**config.mk**
```make
export PLATFORM = sky130hd
export DESIGN_NAME = sat_finish
export DESIGN_NICKNAME = d
export VERILOG_FILES = /design/src/design/sat_pkg.sv /design/src/design/sat_finish.sv
export SDC_FILE = /design/constraint.sdc
export NUM_CORES = 1
export LEC_CHECK = 0
export BUFFER_PORTS_ARGS = -buffer_cell sky130_fd_sc_hd__buf_2
export CAP_MARGIN = 40
export CORE_MARGIN = 4
export CORE_UTILIZATION = 35
export DETAILED_ROUTE_END_ITERATION = 6
export GPL_ROUTABILITY_DRIVEN = 0
export PLACE_DENSITY = 0.56
export SYNTH_ARGS = -nofsm -noshare
export SYNTH_HDL_FRONTEND = slang
export SYNTH_SLANG_ARGS = --single-unit
export TNS_END_PERCENT = 100
```
**constraint.sdc**
```tcl
create_clock -name clk -period 7.9 [get_ports clk]
set_input_delay 0.395 -clock clk [delete_from_list [all_inputs] [get_ports clk]]
set_output_delay 0.395 -clock clk [all_outputs]
set_load 0.01 [all_outputs]
```
**src/design/sat_pkg.sv**
```systemverilog
// ----------------------------------------------------------------------------
// sat_pkg
// Shared widths, codes and types of the section address translator.
// ----------------------------------------------------------------------------
package sat_pkg;

    localparam int SECT_NUM = 64;
    localparam int IDX_W    = (SECT_NUM > 1) ? $clog2(SECT_NUM) : 1;
    localparam int ADDR_W   = 32;
    localparam int CNT_W    = 7;
    localparam int EIDX_W   = 6;
    // Width in which table slots, entry indexes and the count are compared.
    localparam int CMP_W    = (IDX_W + 1 > CNT_W) ? IDX_W + 1 : CNT_W;

    localparam logic [1:0] CFG_HEADERS_SIZE  = 2'd0;
    localparam logic [1:0] CFG_FILE_SIZE     = 2'd1;
    localparam logic [1:0] CFG_SECTION_COUNT = 2'd2;

    localparam logic ACT_WRITE = 1'b0;
    localparam logic ACT_XLATE = 1'b1;

    typedef struct packed {
        logic [ADDR_W-1:0] start;
        logic [ADDR_W-1:0] vsize;
        logic [ADDR_W-1:0] raw_off;
        logic [ADDR_W-1:0] raw_size;
    } sat_entry_t;

    // Query token that walks the row of cells.
    typedef struct packed {
        logic [ADDR_W-1:0] addr;
        logic              found;
        logic [IDX_W-1:0]  idx;
        logic [ADDR_W-1:0] start;
        logic [ADDR_W-1:0] raw_off;
        logic [ADDR_W-1:0] raw_size;
    } sat_tok_t;

endpackage

```
**src/design/sat_finish.sv**
```systemverilog
// ----------------------------------------------------------------------------
// sat_finish
// Resolves the token leaving the row into a file offset, in two stages.
// ----------------------------------------------------------------------------
module sat_finish
    import sat_pkg::*;
(
    input  logic               clk,
    input  logic               rst_n,
    input  logic               tok_valid,
    input  sat_tok_t           tok,
    input  logic [ADDR_W-1:0]  headers_size,
    input  logic [ADDR_W-1:0]  file_size,
    output logic               res_valid,
    output logic               res_offset_valid,
    output logic [ADDR_W-1:0]  res_file_offset,
    output logic               res_found,
    output logic [IDX_W-1:0]   res_idx
);

    logic               s1_valid_reg;
    logic [ADDR_W-1:0]  s1_addr_reg;
    logic               s1_hdr_hit_reg;
    logic               s1_found_reg;
    logic [IDX_W-1:0]   s1_idx_reg;
    logic               s1_delta_ok_reg;
    logic [ADDR_W-1:0]  s1_delta_reg;
    logic [ADDR_W-1:0]  s1_raw_off_reg;

    logic               out_valid_reg;
    logic               out_ok_reg;
    logic [ADDR_W-1:0]  out_offset_reg;
    logic               out_found_reg;
    logic [IDX_W-1:0]   out_idx_reg;

    logic [ADDR_W-1:0]  delta;
    logic [ADDR_W:0]    sect_off;
    logic               sect_ok;

    // The token only carries a section when the address is at or above its start.
    assign delta    = tok.addr - tok.start;
    assign sect_off = {1'b0, s1_raw_off_reg} + {1'b0, s1_delta_reg};
    assign sect_ok  = s1_delta_ok_reg && !sect_off[ADDR_W]
                      && (sect_off[ADDR_W-1:0] < file_size);

    always_ff @(posedge clk)
    begin
        s1_addr_reg     <= tok.addr;
        s1_hdr_hit_reg  <= (tok.addr < headers_size) && (tok.addr < file_size);
        s1_found_reg    <= tok.found;
        s1_idx_reg      <= tok.found ? tok.idx : '0;
        s1_delta_ok_reg <= tok.found && (delta < tok.raw_size);
        s1_delta_reg    <= delta;
        s1_raw_off_reg  <= tok.raw_off;

        out_found_reg   <= s1_found_reg;
        out_idx_reg     <= s1_idx_reg;
        if (s1_hdr_hit_reg)
        begin
            out_ok_reg     <= 1'b1;
            out_offset_reg <= s1_addr_reg;
        end
        else if (sect_ok)
        begin
            out_ok_reg     <= 1'b1;
            out_offset_reg <= sect_off[ADDR_W-1:0];
        end
        else
        begin
            out_ok_reg     <= 1'b0;
            out_offset_reg <= '0;
        end
    end

    always_ff @(posedge clk or negedge rst_n)
    begin
        if (!rst_n)
        begin
            s1_valid_reg  <= 1'b0;
            out_valid_reg <= 1'b0;
        end
        else
        begin
            s1_valid_reg  <= tok_valid;
            out_valid_reg <= s1_valid_reg;
        end
    end

    assign res_valid        = out_valid_reg;
    assign res_offset_valid = out_ok_reg;
    assign res_file_offset  = out_offset_reg;
    assign res_found        = out_found_reg;
    assign res_idx          = out_idx_reg;

endmodule

```
# --- After elaboration in Yosys (flattened, before gate mapping) ---
# Index checks and enable logic that the tools add are counted.
totals:
  regBits: 147
  latch_bits: 0
  ram_bits: 0
  romBits: 0
  inputBits: 202
  memories: 0
classes:
  add_sub_neg: 2
  n_mul: 0
  n_div: 0
  order_cmp: 4
  n_eq_ne: 0
  shifts: 0
  muxes: 3
  n_bitwise: 0
  n_reduce_logical: 5
ops:
  columns: ["op", "count"]
  rows:
  - ["$lt 32x32->1", 4]
  - ["$mux 32", 2]
  - ["$add 32x32->33", 1]
  - ["$sub 32x32->32", 1]
  - ["$logic_and 1x1->1", 4]
  - ["$logic_not 1->1", 1]
  - ["$mux 1", 1]

# --- Depth between registers and ports, before layout ---
depth:
  ltp_word: 6
  mapped_depth: 21

# --- Least setup slack after synthesis ---
# Ideal clock, no wire load.
synth_path:
  path_kind: "reg-to-reg"
  from: "register s1_delta_reg[12]"
  to: "register out_offset_reg[21], in the netlist res_file_offset[21]"
  arrival_time_ns: 4.000
  t_required_ns: 7.841
  path_slack_ns: 3.841
  stages_incl_launch_ff: 20
  n_path_buf: 1
  path_cell_list: "dfxtp_1 > ha_1 > a21oi_1 > o221ai_1 > and4_1 > a21oi_1 > o21ai_0 > o21a_1 > or3_1 > and2_1 > ha_1 > a21o_1 > a21o_1 > a21oi_1 > nor3_1 > or3_1 > a41o_1 > a31oi_4 > buf_6 > a32o_2"
synth_via:
  elab_chain_cells: 6
  elab_cells_between_ends: 7
synth_lines:
  columns: ["item", "line", "rtl"]
  rows:
  - ["from (decl)", "sat_finish.sv:27", "logic [ADDR_W-1:0] s1_delta_reg;"]
  - ["from (signal assigned)", "sat_finish.sv:53", "s1_delta_reg <= delta;"]
  - ["$add 32x32->33 *", "sat_finish.sv:42", "assign sect_off = {1'b0, s1_raw_off_reg} + {1'b0, s1_delta_reg};"]
  - ["branches (longest 3 deep; another with $lt 32x32->1)", null, null]
  - ["$mux 32 *", "sat_finish.sv:63", "else if (sect_ok)"]
  - ["$mux 32 *", "sat_finish.sv:58", "if (s1_hdr_hit_reg)"]
  - ["to (signal assigned)", "sat_finish.sv:61", "out_offset_reg <= s1_addr_reg;"]
  - ["to (signal assigned)", "sat_finish.sv:66", "out_offset_reg <= sect_off[ADDR_W-1:0];"]
  - ["to (decl)", "sat_finish.sv:32", "logic [ADDR_W-1:0] out_offset_reg;"]
# Mark *: on every way between the ends.
# A chain may end at the register's enable or synchronous reset.

# --- Worst setup path in the final report ---
layout_path:
  from: "register s1_delta_reg[0]"
  to: "register out_offset_reg[29], in the netlist res_file_offset[29]"
# Same word-level chain as after synthesis.

==> qor.yml <==
logic_synthesis:
  synth_top_flop_cell: "dfxtp_1"
  synth_seq_cells: 147
  async_flop_share_pct: 1.36
  syn_inst: 1069
  synth-edff-count: 0
  syn_area_um2: 9700
  yosys.cell_types.count: 74
  synth-warning-count: 0
  synth.net_count: 1460
  syn_avg_cell_area_um2: 9.07
  sequential_fraction_of_the_synthesis_area_pct: 30.4
sta:
  tns_ns: 0
  finalHoldViolations: 0
  final.period_utilization_pct: 61.0
  finalClockSkew_ns: 0.0218
  final_period_minus_worst_setup_slack_ns: 4.82
  worstMarginPinSlew_ns: 0.883
  setup_viol: 0
  slew_headroom_pct: 39.6
  whs_ns: 0.0679
  achievable-frequency_ghz: 0.208
  grt_setup_unrepaired: "no"
  report.final.slew_viol_count: 0
power:
  leakagePower_nw: 6.35
  power.density_nw_per_um2: 244
  max_vdd_drop_mv: 0.151
floorplanning:
  chipWidth_um: 174
  io_count: 243
  die_h_um: 174
  floorplan.die_area_um2: 30400
  floorplan.rows: 60
  initial_standard_cell_utilization_of_the_core_pct: 35.8
  core_region_area_um2: 27100
placed_design:
  dpl.hpwl_um: 24900
  io_buffer_count: 242
grt:
  grt_use_total_pct: 18.6
  largest_net_degree_at_the_start_of_global_routing: 34
  grt.overflow.total: 0
  grt_first_pass_wirelength_um: 44400
  grt_antenna_before_repair: 1
  first_global_vias: 8469
worst_setup_path:
  critical_path_peak_fanout: 24
  arrival_ns: 5.18
  worst-endpoint-required_ns: 8.26
  crit_path_end_kind: "flop"
  criticalPathCategory: "reg -> reg"
  critPathLaunchType: "flop"
final_layout:
  num-nets-final: 1708
  synthToLayoutAreaGrowth_pct: 23.8
  drive_gt1_share_pct: 22.3
detailed_routing:
  drt_iter0_markers: 389
  drt-pass1-iter-count: 4
  route.detailed.drc: 0
  postRouteAntennaNets: 0
  detail_route.vias_per_cell: 4.93
  drt-wirelength-per-cell_um: 17.1
  routed_wl_um: 29200
  vias: 8403
flow_run:
  cap_viol_max_count: 0
clocking:
  cts.path.max_buffers: 2
  cts.sink_count: 147
  htree_levels: 4
  clock_latency_ns: 0.43
  clk_transition_reported_paths_ns: 0.06
  cts_post_setup_buffers_inserted: 0
  cts.root.buffer_cell: "clkbuf_16"
  cts_buffers: 17
  clock_tree_from_tritoncts: "built"
worst_hold_path:
  holdCritPathClass: "in -> reg"
run_status:
  run_status: "completed"
==> layer usage <==
metal | GRT usage, % | wire length (µm) | vias up
met4 | 4.95 | 489 | 0
li1 | - | - | 4340
met2 | 30.1 | 13100 | 226
met5 | 0 | 0 | -
met1 | 25.8 | 14200 | 3816
met3 | 3.02 | 1370 | 21
==> synthesized netlist by cell type, types with 4 or more instances <==
cell type  count  area [µm²]
clkbuf_1      13        48.8
a31oi_1        8        50.1
and2_1        13        81.3
a21o_1        60         450
o21ai_0       41         205
nand3_1       16        80.1
o21bai_1       6        45.0
nor3_1        10        50.1
dfxtp_1      145        2900
xnor2_1       34         298
xor2_1        21         184
nand4_1       26         163
nand2_1       56         210
nor2b_1       15        93.8
a211oi_1       9        67.6
a2111oi_0      6        52.6
and4_1         5        43.8
inv_1        145         544
o21a_1        10        75.1
a21oi_1       84         420
or3_1          5        31.3
a22o_1        28         245
nand2b_1       4        25.0
o21ai_1        4        20.0
ha_1         187        2340
o31ai_1        4        30.0
nor2_1        32         120
and3_1        13        81.3
==> final timing paths <==
path | from | end | slack [ns] | depth (start not counted)
max | s1_delta_reg[0]$_DFF_P_ | res_file_offset[29]$_DFF_P_ | 3.08 | 21
min | tok[61] | s1_raw_off_reg[29]$_DFF_P_ | 0.07 | 1
max reg2reg | s1_delta_reg[0]$_DFF_P_ | res_file_offset[29]$_DFF_P_ | 3.08 | 21
min reg2reg | s1_idx_reg[2]$_SDFF_PN0_ | res_idx[2]$_DFF_P_ | 0.33 | 0
max in group asynchronous | rst_n | s1_valid_reg$_DFF_PN0_ | 7.52 | 2
min in group asynchronous | rst_n | res_valid$_DFF_PN0_ | 0.28 | 2
==> worst max-delay path: stages, from the launching register on <==
cell and delay (ns):
dfxtp_1 0.30, ha_1 0.20, inv_1 0.07, fa_1 0.24
nor2b_4 0.06, o31ai_2 0.32, a21oi_2 0.14, a221o_1 0.43
a31oi_1 0.29, a21oi_1 0.13, or3_1 0.38, and2_1 0.17
ha_1 0.17, a21oi_1 0.14, nor2b_1 0.05, o21ai_0 0.16
nand4_1 0.12, or3_1 0.33, a41o_1 0.24, a31oi_4 0.42
buf_16 0.23, a32o_1 0.17
==> layout by cell type (no fill, tap or decap), types with 6 or more instances in the layout <==
master and instances:
nand3_1 16, a22o_1 28, a31oi_1 8, a2111oi_0 6
xor2_1 21, buf_2 242, nor2_1 32, and3_1 13
o21bai_1 6, clkbuf_16 17, o21ai_0 41, a211oi_1 9
a21o_1 60, inv_1 145, xnor2_1 34, nand2_1 56
dfxtp_1 145, nand4_1 26, nor2b_1 15, ha_1 187
and2_1 13, a21oi_1 84, nor3_1 10, o21a_1 10
==> what timing repair did <==
| item | 4_1_cts | 5_1_grt |
|---|---|---|
| gates resized for setup | 0 | 0 |
| hold buffers | 1 | 0 |
| endpoints found under the hold margin | 2 | 0 |
==> cells by family (layout without fill, tap and decap cells) <==
family,count (synthesis),after routing,synth area share [%]
flops,147,147,30.4
xor+xnor,55,55,4.97
other cells,0,1,0
compound gates,309,309,22.4
buf+inv,162,423,6.50
mux,1,1,0.116
fa+ha+maj,189,189,24.5
simple gates,206,206,11.0
==> area by class of cell <==
| type | count | area, µm² |
|---|---|---|
| antenna | 1 | 2.50 |
| clock buffer | 18 | 439 |
| clock inverter | 14 | 226 |
| fill | 2770 | 15100 |
| inverter | 145 | 544 |
| multi-input combinational | 760 | 6120 |
| sequential | 147 | 2950 |
| tap | 372 | 465 |
| timing repair buffer | 246 | 1260 |
==> power breakdown <==
part           switching (mW)  internal, mW  total, mW
logic                   0.664         0.486       1.15
registers              0.0322         0.836      0.869
clock network           0.337         0.573      0.910
==> per-stage QoR <==
step	utilization, %	instances	setup WS (ns)	instance area (µm²)	total power, mW
finish	44.3	1703	3.08	12000	2.93
floorplan	-	1069	3.84	9700	1.67
CTS	44.3	1702	3.07	12000	2.95
detailed placement	41.8	1669	3.09	11300	2.03
global route	44.3	1703	2.81	12000	3.13
global placement	41.7	1667	2.82	11300	2.01
Note: power is estimated with default switching activity, not from simulation.
