[config.mk]
export PLATFORM = sky130hd
export DESIGN_NAME = sat_cell
export DESIGN_NICKNAME = d
export VERILOG_FILES = /design/src/design/sat_pkg.sv /design/src/design/sat_cell.sv
export SDC_FILE = /design/constraint.sdc
export NUM_CORES = 1
export LEC_CHECK = 0
export ABC_AREA = 1
export BUFFER_PORTS_ARGS = -buffer_cell sky130_fd_sc_hd__buf_4
export CAP_MARGIN = 5
export CELL_PAD_IN_SITES_DETAIL_PLACEMENT = 1
export CELL_PAD_IN_SITES_GLOBAL_PLACEMENT = 2
export CORE_ASPECT_RATIO = 1.25
export CORE_MARGIN = 2
export CORE_UTILIZATION = 31
export CTS_BUF_LIST = sky130_fd_sc_hd__clkbuf_8
export CTS_CLUSTER_DIAMETER = 200
export DETAILED_ROUTE_END_ITERATION = 10
export PLACE_DENSITY_LB_ADDON = 0.05
export SYNTH_ARGS = -nofsm -noshare
export SYNTH_HDL_FRONTEND = slang
export SYNTH_SLANG_ARGS = --single-unit
[constraint.sdc]
create_clock -name clk -period 5.5 [get_ports clk]
set_input_delay 0.275 -clock clk [delete_from_list [all_inputs] [get_ports clk]]
set_output_delay 0.275 -clock clk [all_outputs]
set_load 0.01 [all_outputs]
[src/design/sat_pkg.sv]
// ----------------------------------------------------------------------------
// sat_pkg
// Shared widths, codes and types of the section address translator.
// ----------------------------------------------------------------------------
package sat_pkg;

    localparam int SECT_NUM = 64;
    localparam int IDX_W    = (SECT_NUM > 1) ? $clog2(SECT_NUM) : 1;
    localparam int ADDR_W   = 32;
    localparam int CNT_W    = 7;
    localparam int EIDX_W   = 6;
    // Width in which table slots, entry indexes and the count are compared.
    localparam int CMP_W    = (IDX_W + 1 > CNT_W) ? IDX_W + 1 : CNT_W;

    localparam logic [1:0] CFG_HEADERS_SIZE  = 2'd0;
    localparam logic [1:0] CFG_FILE_SIZE     = 2'd1;
    localparam logic [1:0] CFG_SECTION_COUNT = 2'd2;

    localparam logic ACT_WRITE = 1'b0;
    localparam logic ACT_XLATE = 1'b1;

    typedef struct packed {
        logic [ADDR_W-1:0] start;
        logic [ADDR_W-1:0] vsize;
        logic [ADDR_W-1:0] raw_off;
        logic [ADDR_W-1:0] raw_size;
    } sat_entry_t;

    // Query token that walks the row of cells.
    typedef struct packed {
        logic [ADDR_W-1:0] addr;
        logic              found;
        logic [IDX_W-1:0]  idx;
        logic [ADDR_W-1:0] start;
        logic [ADDR_W-1:0] raw_off;
        logic [ADDR_W-1:0] raw_size;
    } sat_tok_t;

endpackage

[src/design/sat_cell.sv]
// ----------------------------------------------------------------------------
// sat_cell
// One section table slot: holds an entry and tests the passing query token.
// ----------------------------------------------------------------------------
module sat_cell
    import sat_pkg::*;
(
    input  logic               clk,
    input  logic               rst_n,
    input  logic [IDX_W-1:0]   cell_id,
    input  logic [CNT_W-1:0]   section_count,
    input  logic               wr_en,
    input  logic [EIDX_W-1:0]  wr_index,
    input  sat_entry_t         wr_entry,
    input  logic               tok_in_valid,
    input  sat_tok_t           tok_in,
    output logic               tok_out_valid,
    output sat_tok_t           tok_out
);

    sat_entry_t         entry_reg;
    logic               tok_valid_reg;
    sat_tok_t           tok_reg;
    sat_tok_t           tok_next;
    logic [CMP_W-1:0]   id_ext;
    logic               active;
    logic               wr_hit;
    logic [ADDR_W-1:0]  size_max;
    logic [ADDR_W:0]    span_end;
    logic               hit;

    assign id_ext = CMP_W'(cell_id);
    assign active = id_ext < CMP_W'(section_count);
    assign wr_hit = wr_en && (CMP_W'(wr_index) == id_ext);

    assign size_max = (entry_reg.vsize > entry_reg.raw_size) ? entry_reg.vsize
                                                             : entry_reg.raw_size;
    assign span_end = {1'b0, entry_reg.start} + {1'b0, size_max};
    assign hit      = (tok_in.addr >= entry_reg.start) && ({1'b0, tok_in.addr} < span_end);

    always_comb
    begin
        tok_next = tok_in;
        if (!tok_in.found && active && hit)
        begin
            tok_next.found    = 1'b1;
            tok_next.idx      = cell_id;
            tok_next.start    = entry_reg.start;
            tok_next.raw_off  = entry_reg.raw_off;
            tok_next.raw_size = entry_reg.raw_size;
        end
    end

    always_ff @(posedge clk)
    begin
        if (wr_hit)
        begin
            entry_reg <= wr_entry;
        end
        tok_reg <= tok_next;
    end

    always_ff @(posedge clk or negedge rst_n)
    begin
        if (!rst_n)
        begin
            tok_valid_reg <= 1'b0;
        end
        else
        begin
            tok_valid_reg <= tok_in_valid;
        end
    end

    assign tok_out_valid = tok_valid_reg;
    assign tok_out       = tok_reg;

endmodule

* After elaboration in Yosys (flattened, before gate mapping) *
Cells that the tools add are included.

cells by class
  add/subtract/negate cells = 1
  $mul = 0
  divide/modulo/power cells = 0
  magnitude comparators = 4
  equal/unequal tests = 1
  shift operators = 0
  multiplexer cells = 2
  bitwise gates (word level) = 0
  reductions and logical operators = 5

operators with widths
  operator                                                 number
  102-bit two-way mux                                      1
  32-bit by 32-bit adder with 33-bit output                1
  32-bit by 33-bit less-than comparator with 1-bit output  1
  32-bit greater-or-equal comparator                       1
  32-bit greater-than comparator                           1
  32-bit two-way mux                                       1
  6-bit by 7-bit less-than comparator with 1-bit output    1
  6-bit equality test                                      1
  1-bit logical AND                                        4
  1-bit zero test                                          1

storage, ports and cells
  bits in registers = 264
  latch bits = 0
  memory bits (writable) = 0
  ROM bits = 0
  input bits = 286
  output and inout port bits = 136
  logic and storage cells = 24
  memories = 0

* Longest topological paths before layout *
Gate-level depths: netlist of the first run.

  depth after elaboration = 7
  gate-level depth with buffers = 42
  depth with buffers taken out = 40

* Worst setup path after synthesis of the first run *
Ideal clock, no wire load.

  kind = input port to flip-flop
  start point = input cell_id[3]
  end point = register entry_reg[0] in the netlist's numbering (enable)
  library setup time = 1,294 ps
  arrival = 20,425 ps
  data required time = 4,206 ps
  slack = -16,219 ps
  stages on the path = 5
  path buffers = 0
  path through = inv_1 -> a22o_1 -> nor2_1 -> o2111ai_1 -> a2111oi_0

on the way
  cells in the longest elaborated chain, start to end = 2

RTL lines
  what                  RTL line        RTL
  start, declared       sat_cell.sv:10  input logic [IDX_W-1:0] cell_id,
  6-bit equality test   sat_cell.sv:34  assign wr_hit = wr_en && (CMP_W'(wr_index) == id_ext);
  1-bit logical AND     sat_cell.sv:34
  named net wr_hit      sat_cell.sv:27  logic wr_hit;
  end signal, assigned  sat_cell.sv:58  entry_reg <= wr_entry;
  end, declared         sat_cell.sv:21  sat_entry_t entry_reg;

The timed path passes the listed nets, and every way through them passes these cells.
A chain may end at the register's enable or synchronous reset.

==> results of run 1 <==
-- placed cells by master, fill, tap and decap left out, drive strengths merged, types with 2 or more instances in the layout --
cell / Yosys / final
buf: 35 / 475
nand2: 406 / 406
dlygate4sd3: 0 / 272
inv: 138 / 157
dfxtp: 135 / 135
ha: 132 / 132
edfxtp: 128 / 128
nand4: 110 / 110
a21oi: 80 / 80
nand3: 65 / 65
clkbuf: 17 / 59
nor2: 54 / 54
o21ai: 29 / 29
xor2: 18 / 18
nor3: 14 / 14
xnor2: 13 / 13
diode: 0 / 8
o21bai: 8 / 8
clkinv: 1 / 8
a21o: 7 / 7
o21a: 4 / 4
a211oi: 3 / 3
bufinv: 0 / 3
nor4: 3 / 3
o211ai: 2 / 2
a31oi: 2 / 2
nand3b: 2 / 2
clkinvlp: 0 / 2
and2: 2 / 2
-- power breakdown --
part / internal (W) / switching (W) / total (W) / leakage (nW)
clock: 0.00104 / 0.000852 / 0.00190 / 0.557
combinational: 0.000565 / 0.000511 / 0.00108 / 7.46
sequential: 0.00217 / 0.0000392 / 0.00221 / 2.30
-- metal layers --
metal / up-vias / global-route usage / share of wire
met4: 0 / 0.0973 / 0.039
met3: 100 / 0.0369 / 0.036
li1: 6372 / - / -
met1: 6184 / 0.231 / 0.37
met2: 317 / 0.441 / 0.55
met5: - / 0 / 0
-- cells by family after synthesis --
family / Yosys count / synth area share
DFF: 264 / 0.497
AOI/OAI and AO/OA: 140 / 0.0593
buffers and inverters: 192 / 0.0721
xor gates and xnor gates: 31 / 0.0205
and+or+nand+nor: 659 / 0.225
adders and majority gates: 133 / 0.126
-- final timing paths --
kind / startpoint / end / slack, ns / cells past startpoint
min reg2reg: entry_reg[33] / tok_out[33] / 0.48 / 2
min: tok_in[103] / tok_out[103] / 0.32 / 2
max: entry_reg[1] / tok_out[51] / 0.25 / 34
max in group asynchronous: rst_n / tok_out_valid / 4.88 / 3
max reg2reg: entry_reg[1] / tok_out[51] / 0.25 / 34
min in group asynchronous: rst_n / tok_out_valid / 0.52 / 3
-- critical path, delay by kind of cell (launching register included) --
kind / cells / cell delay [ns]
and+or+nand+nor: 17 / 1.83
buffers and inverters: 7 / 1.02
AOI/OAI and AO/OA: 6 / 0.84
adders and majority gates: 3 / 0.83
DFF: 1 / 0.41
xor gates and xnor gates: 1 / 0.16
-- layout make-up --
class                   count  area, um^2
multi-input cells         963        6150
clock buffers              54         743
repair buffers            752        6650
flip-flops and latches    264        6570
diodes                      8        20.0
inverters                 139         524
well taps                 559         699
clock inverters            31         229
fillers                  4733       20600
-- repair_timing --
item	CTS	global route
gates cloned	0	8
endpoints found under the hold margin	265	0
gates resized for setup	7	96
pin swaps	1	23
hold buffers	272	0
setup buffers	1	18
endpoints found under the setup margin	103	103
-- metrics by stage --
stage,cells,setup WS [ns],hold slack (ns),utilization,total power [W]
final,2770,0.250,0.323,0.512,0.00518
after floorplan,1419,0.0543,-0.0206,-,0.00265
after global placement,2378,-0.438,0.0503,0.405,0.00308
after detailed placement,2378,-0.411,0.0515,0.405,0.00310
after global routing,2769,-0.0497,0.292,0.512,0.00544
after CTS,2736,0.00270,0.259,0.493,0.00519
==> reports/results.tsv, run 1 <==
stage	metric	value	unit
route	dr.pass1.iters	4	
finish	drive_gt1_frac	0.286	
clock_network	path_clk_slew	0.07	ns
setup_path	end_kind	register	
timing	worstMarginPinSlew	0.819	ns
logic_synthesis	synth.avg_cell_area	9.33	um^2
logic_synthesis	yosysWarnings	0	
clock_network	root_buffer	clkbuf_8	
floorplanning	rows	84	
global_routing	grt_max_degree	129	
place	port_buffers	421	
route	drt_wl_total	51900	um
logic_synthesis	ys_ff_latch	264	
timing	finalCritPeriodShare	0.955	
pwr	power.leakage	10.3	nW
logic_synthesis	ys_types	49	
route	drc_errors	0	
clock_network	cts_tree	built	
logic_synthesis	yosysSeqAreaShare	0.497	
place	gp_congestion	0.847	
logic_synthesis	syn-num-nets	1838	
setup_path	crit_fanout	19	
timing	max_freq	0.190	GHz
route	num_vias	13000	
clock_network	cts_made_buffers	46	
logic_synthesis	synth_commonest_cells	nand2_1 (393), inv_1 (137), dfxtp_1 (135)	
route	first_iter_violations	295	
setup_path	critical_path_required	5.98	ns
route	wl_per_cell	18.8	um
logic_synthesis	syn_area	13200	um^2
route	viasPerCell	4.68	
pwr	vdd_drop_max	0.177	mV
timing	fin_tns_setup	0	ns
global_routing	grt_pass1_wl	77800	um
global_routing	grtUsageTotal	0.225	
pwr	p_per_area	240	nW/um^2
clock_network	htreeDepth	2	
finish	largest_reg_flops	135	
worst_hold_path	hold_class	input port to register	
floorplanning	die_w	189	um
finish	syn_to_final_growth	63.1	%
timing	hold_viol	0	
setup_path	cp_slowest_cell	edfxtp_1	
logic_synthesis	yosysMostFrequentCell	nand2_1	
finish	nNetsFinal	2585	
logic_synthesis	async_reset_ff_frac	0.00379	
place	hpwl	36400	um
clock_network	clock_sinks	264	
global_routing	overflow	0	
logic_synthesis	synth-edff-count	128	
setup_path	worstSetupStartpointType	register	
setup_path	cp_slowest_stage_delay	0.41	ns
finish	design_area	21600	um^2
floorplanning	core-area	42100	um^2
run	max-cap-violations	0	
global_routing	grt_pass1_vias	14500	
floorplanning	design.die.area	44400	um^2
timing	fin_crit	5.25	ns
logic_synthesis	synth_largest_area_cell	edfxtp_1	
setup_path	cp.arrival	5.73	ns
timing	finalClockSkew	0.0371	ns
logic_synthesis	ys_top_cells_by_area	edfxtp_1 (29%), dfxtp_1 (20%), ha_1 (12%), nand2_1 (11%), nand4_1 (5.2%)	
setup_path	critical_path_class	register to register	
global_routing	antenna_found_initial	7	
floorplanning	initial_core_util	0.314	
timing	drv_slew	0	
clock_network	clkLatencyLatePin	0.62	ns
route	postRouteAntennaNets	0	
outcome	outcome	finished, final reports clean	
place	place_area	17100	um^2
timing	setup_viol	0	
logic_synthesis	synth.top_cell.area_share	0.290	
timing	slew_headroom	0.454	
logic_synthesis	synth_flop_cell	dfxtp_1	
logic_synthesis	synthCells	1419	
clock_network	clock_path_buffers	3	
floorplanning	io_pins	422	
floorplanning	die_y	235	um
Note: power is estimated with default switching activity, not from simulation.
==> inputs of run 2 (changes only) <==
- ABC_AREA: 1 -> unset
- CORE_UTILIZATION: 31 -> 34
- SLEW_MARGIN: unset -> 40
==> reports/results.tsv, run 2 <==
stage	metric	value	unit	change
logic_synthesis	synth-edff-count	128		unchanged
route	postRouteAntennaNets	0		unchanged
floorplanning	rows	78		was 84
finish	largest_reg_flops	135		unchanged
setup_path	crit_fanout	6		was 19
worst_hold_path	holdPathEnd	tok_out_valid		was tok_out[103]
worst_hold_path	hold_class	input port to register		unchanged
timing	setup_viol	103		was 0
global_routing	grtUsageTotal	0.247		was 0.225
clock_network	clkLatencyLatePin	0.58	ns	was 0.62 ns
clock_network	path_clk_slew	0.07	ns	about the same
logic_synthesis	ys_top_cells_by_area	edfxtp_1 (31%), dfxtp_1 (22%), ha_1 (13%), mux2_4 (8.3%), mux2_2 (5.9%)		was edfxtp_1 (29%), dfxtp_1 (20%), ha_1 (12%), nand2_1 (11%), nand4_1 (5.2%)
setup_path	reg2regPathDepth	32		was 34
worst_hold_path	hold_path.startpoint	tok_in_valid		was tok_in[103]
floorplanning	core-area	36300	um^2	was 42100 um^2
place	hpwl	32600	um	was 36400 um
logic_synthesis	yosysSeqAreaShare	0.526		was 0.497
logic_synthesis	async_reset_ff_frac	0.00379		unchanged
pwr	power.leakage	10.0	nW	was 10.3 nW
setup_path	r2r_slack	-1.35	ns	was 0.25 ns
setup_path	r2r_start	entry_reg[9]		was entry_reg[1]
logic_synthesis	synth.avg_cell_area	13.1	um^2	was 9.33 um^2
run	max-cap-violations	0		unchanged
route	wl_per_cell	20.8	um	was 18.8 um
logic_synthesis	synth_commonest_cells	dfxtp_1 (135), ha_1 (132), edfxtp_1 (128)		was nand2_1 (393), inv_1 (137), dfxtp_1 (135)
logic_synthesis	ys_ff_latch	264		unchanged
setup_path	critical_path_class	register to register		unchanged
setup_path	critical_path_required	5.96	ns	was 5.98 ns
pwr	p_per_area	225	nW/um^2	was 240 nW/um^2
timing	worst_slack	-1.35	ns	was 0.250 ns
pwr	p_seq_frac	0.447		was 0.426
timing	worstMarginPinSlew	0.822	ns	was 0.819 ns
finish	multi_input_area	5990	um^2	was 6150 um^2
pwr	net-switching-power	0.00125	W	was 0.00140 W
setup_path	cp_slowest_cell	or4_1		was edfxtp_1
setup_path	cp.arrival	7.32	ns	was 5.73 ns
place	gp_congestion	0.814		was 0.847
pwr	clkPwrFrac	0.351		was 0.366
setup_path	worstSetupStartpointType	register		unchanged
route	first_iter_violations	447		was 295
timing	max_freq	0.146	GHz	was 0.190 GHz
route	num_vias	11100		was 13000
finish	fill_cells	3729		was 4733
floorplanning	initial_core_util	0.344		was 0.314
finish	final_cell_mix	buf_4 (563), dlygate4sd3_1 (272), dfxtp_1 (135)		was buf_4 (453), nand2_1 (383), dlygate4sd3_1 (272)
clock_network	clock_path_buffers	3		unchanged
logic_synthesis	synth_largest_area_cell	edfxtp_1		unchanged
timing	fin_tns_setup	-134.66	ns	was 0 ns
logic_synthesis	yosysMostFrequentCell	dfxtp_1		was nand2_1
logic_synthesis	syn_area	12500	um^2	was 13200 um^2
logic_synthesis	ys_types	51		was 49
finish	final-seq-area	6570	um^2	unchanged
timing	rsz0062_at_grt	yes		
pwr	power	0.00488	W	was 0.00518 W
route	drt_wl_total	48800	um	was 51900 um
clock_network	htreeDepth	2		unchanged
logic_synthesis	syn-num-nets	1371		was 1838
logic_synthesis	synth.top_cell.area_share	0.307		was 0.290
place	port_buffers	421		unchanged
outcome	outcome	finished with violations		was finished, final reports clean
clock_network	root_buffer	clkbuf_8		unchanged
route	dr.pass1.iters	4		unchanged
timing	slew_headroom	0.452		was 0.454
route	drc_errors	0		unchanged
route	viasPerCell	4.73		was 4.68
logic_synthesis	synthCells	952		was 1419
floorplanning	io_pins	422		unchanged
timing	finalClockSkew	0.0343	ns	was 0.0371 ns
setup_path	r2r_end	tok_out[93]		was tok_out[51]
setup_path	end_kind	register		unchanged
global_routing	grt_pass1_vias	12600		was 14500
pwr	vdd_drop_max	0.160	mV	was 0.177 mV
pwr	p_comb_frac	0.202		was 0.208
finish	nNetsFinal	2254		was 2585
global_routing	overflow	0		unchanged
timing	finalCritPeriodShare	1.25		was 0.955
finish	syn_to_final_growth	73.5	%	was 63.1%
logic_synthesis	synth_flop_cell	dfxtp_1		unchanged
timing	drv_slew	0		unchanged
outcome	violations	negative setup slack		
clock_network	cts_made_buffers	43		was 46
floorplanning	design.die.area	38300	um^2	was 44400 um^2
pwr	p_int	0.00364	W	was 0.00378 W
finish	final_common_cell	buf_4		unchanged
pwr	swShare	0.255		was 0.271
timing	fin_crit	6.85	ns	was 5.25 ns
floorplanning	die_w	176	um	was 189 um
global_routing	grt_pass1_wl	72300	um	was 77800 um
timing	hold_viol	0		unchanged
logic_synthesis	yosysWarnings	0		unchanged
clock_network	clock_sinks	264		unchanged
floorplanning	die_y	218	um	was 235 um
clock_network	cts_tree	built		unchanged
global_routing	grt_max_degree	57		was 129
worst_hold_path	hold_depth	2		unchanged
finish	drive_gt1_frac	0.443		was 0.286
setup_path	cp_slowest_stage_delay	0.41	ns	about the same
global_routing	antenna_found_initial	3		was 7
## run 2: changes by cell type in the layout (fill, tap and decap cells not counted), moves of 44 or more
| cell | before | now |
|---|---|---|
| buf_4 | 453 | 563 |
| nand3_1 | 55 | 11 |
| mux2_4 | 0 | 102 |
| nand2_1 | 383 | 18 |
| nand4_1 | 110 | 17 |
| inv_1 | 151 | 88 |
## run 2: worst max path at each step
| stage | start | end | slack (ns) | cells past startpoint |
|---|---|---|---|---|
| finish | entry_reg[9] | tok_out[93] | -1.35 | 32 |
| CTS | entry_reg[78] | tok_out[92] | -1.39 | 32 |
| floorplan | entry_reg[78] | tok_out[42] | -0.49 | 24 |
| detailed placement | entry_reg[13] | tok_out[26] | -1.68 | 32 |
| global placement | entry_reg[78] | tok_out[101] | -1.45 | 29 |
| global route | entry_reg[81] | tok_out[100] | -1.71 | 34 |
## run 2: critical path, delay by kind of cell, from the launching register on
family | cells | cell delay, ns
compound gates | 12 | 1.85
xor+xnor | 1 | 0.14
fa+ha+maj | 4 | 1.15
buf+inv | 6 | 0.86
flops | 1 | 0.38
mux | 2 | 0.59
simple gates | 7 | 1.76
## run 2: layout make-up
type                       count  area share
sequential                   264       0.303
clock buffer                  53      0.0336
tap                          480      0.0277
timing repair buffer         855       0.341
antenna                        3    0.000346
multi-input combinational    598       0.276
clock inverter                25     0.00554
inverter                      73      0.0126
## run 2: logic make-up after synthesis
logic type | after synthesis | share of synthesized area
multiplexers | 136 | 0.143
AO/OA/AOI/OAI | 176 | 0.0911
XOR/XNOR | 32 | 0.0224
adder cells (fa/ha/maj) | 133 | 0.134
AND/OR/NAND/NOR | 121 | 0.0522
flip-flops | 264 | 0.526
buffers and inverters | 90 | 0.0321
## run 2: through the flow
stage	util	std cells	hold WS, ns	area [um^2]	setup slack, ns
5_1_grt	0.598	2350	0.326	21700	-1.71
3_5_place_dp	0.478	1973	0.0519	17400	-1.68
6_report	0.598	2351	0.368	21700	-1.35
4_1_cts	0.590	2336	0.313	21400	-1.39
2_1_floorplan	-	952	-0.0206	12700	-0.489
3_3_place_gp	0.478	1973	0.0508	17400	-1.45
## run 2: repair_timing
item | CTS | global route
endpoints found under the hold margin | 265 | 0
gates cloned | 5 | 5
setup buffers | 8 | 7
gates resized for setup | 65 | 24
setup endpoints to repair | 103 | 103
pin swaps | 16 | 3
hold buffers | 272 | 0
## run 2: power by group through the flow
stage                     clock (W)  sequential (W)  combinational (W)
after floorplan                   0         0.00226           0.000282
after global placement            0         0.00222           0.000706
after detailed placement          0         0.00222           0.000724
after CTS                   0.00175         0.00218           0.000940
after global routing        0.00186         0.00219            0.00106
final                       0.00171         0.00219           0.000985
## run 2: routing by layer
layer	GRT usage	share of wire	vias to the layer above
met5	0	0.00014	-
met4	0.0763	0.028	2
met3	0.0491	0.052	80
met2	0.488	0.55	335
met1	0.260	0.37	5399
li1	-	-	5294
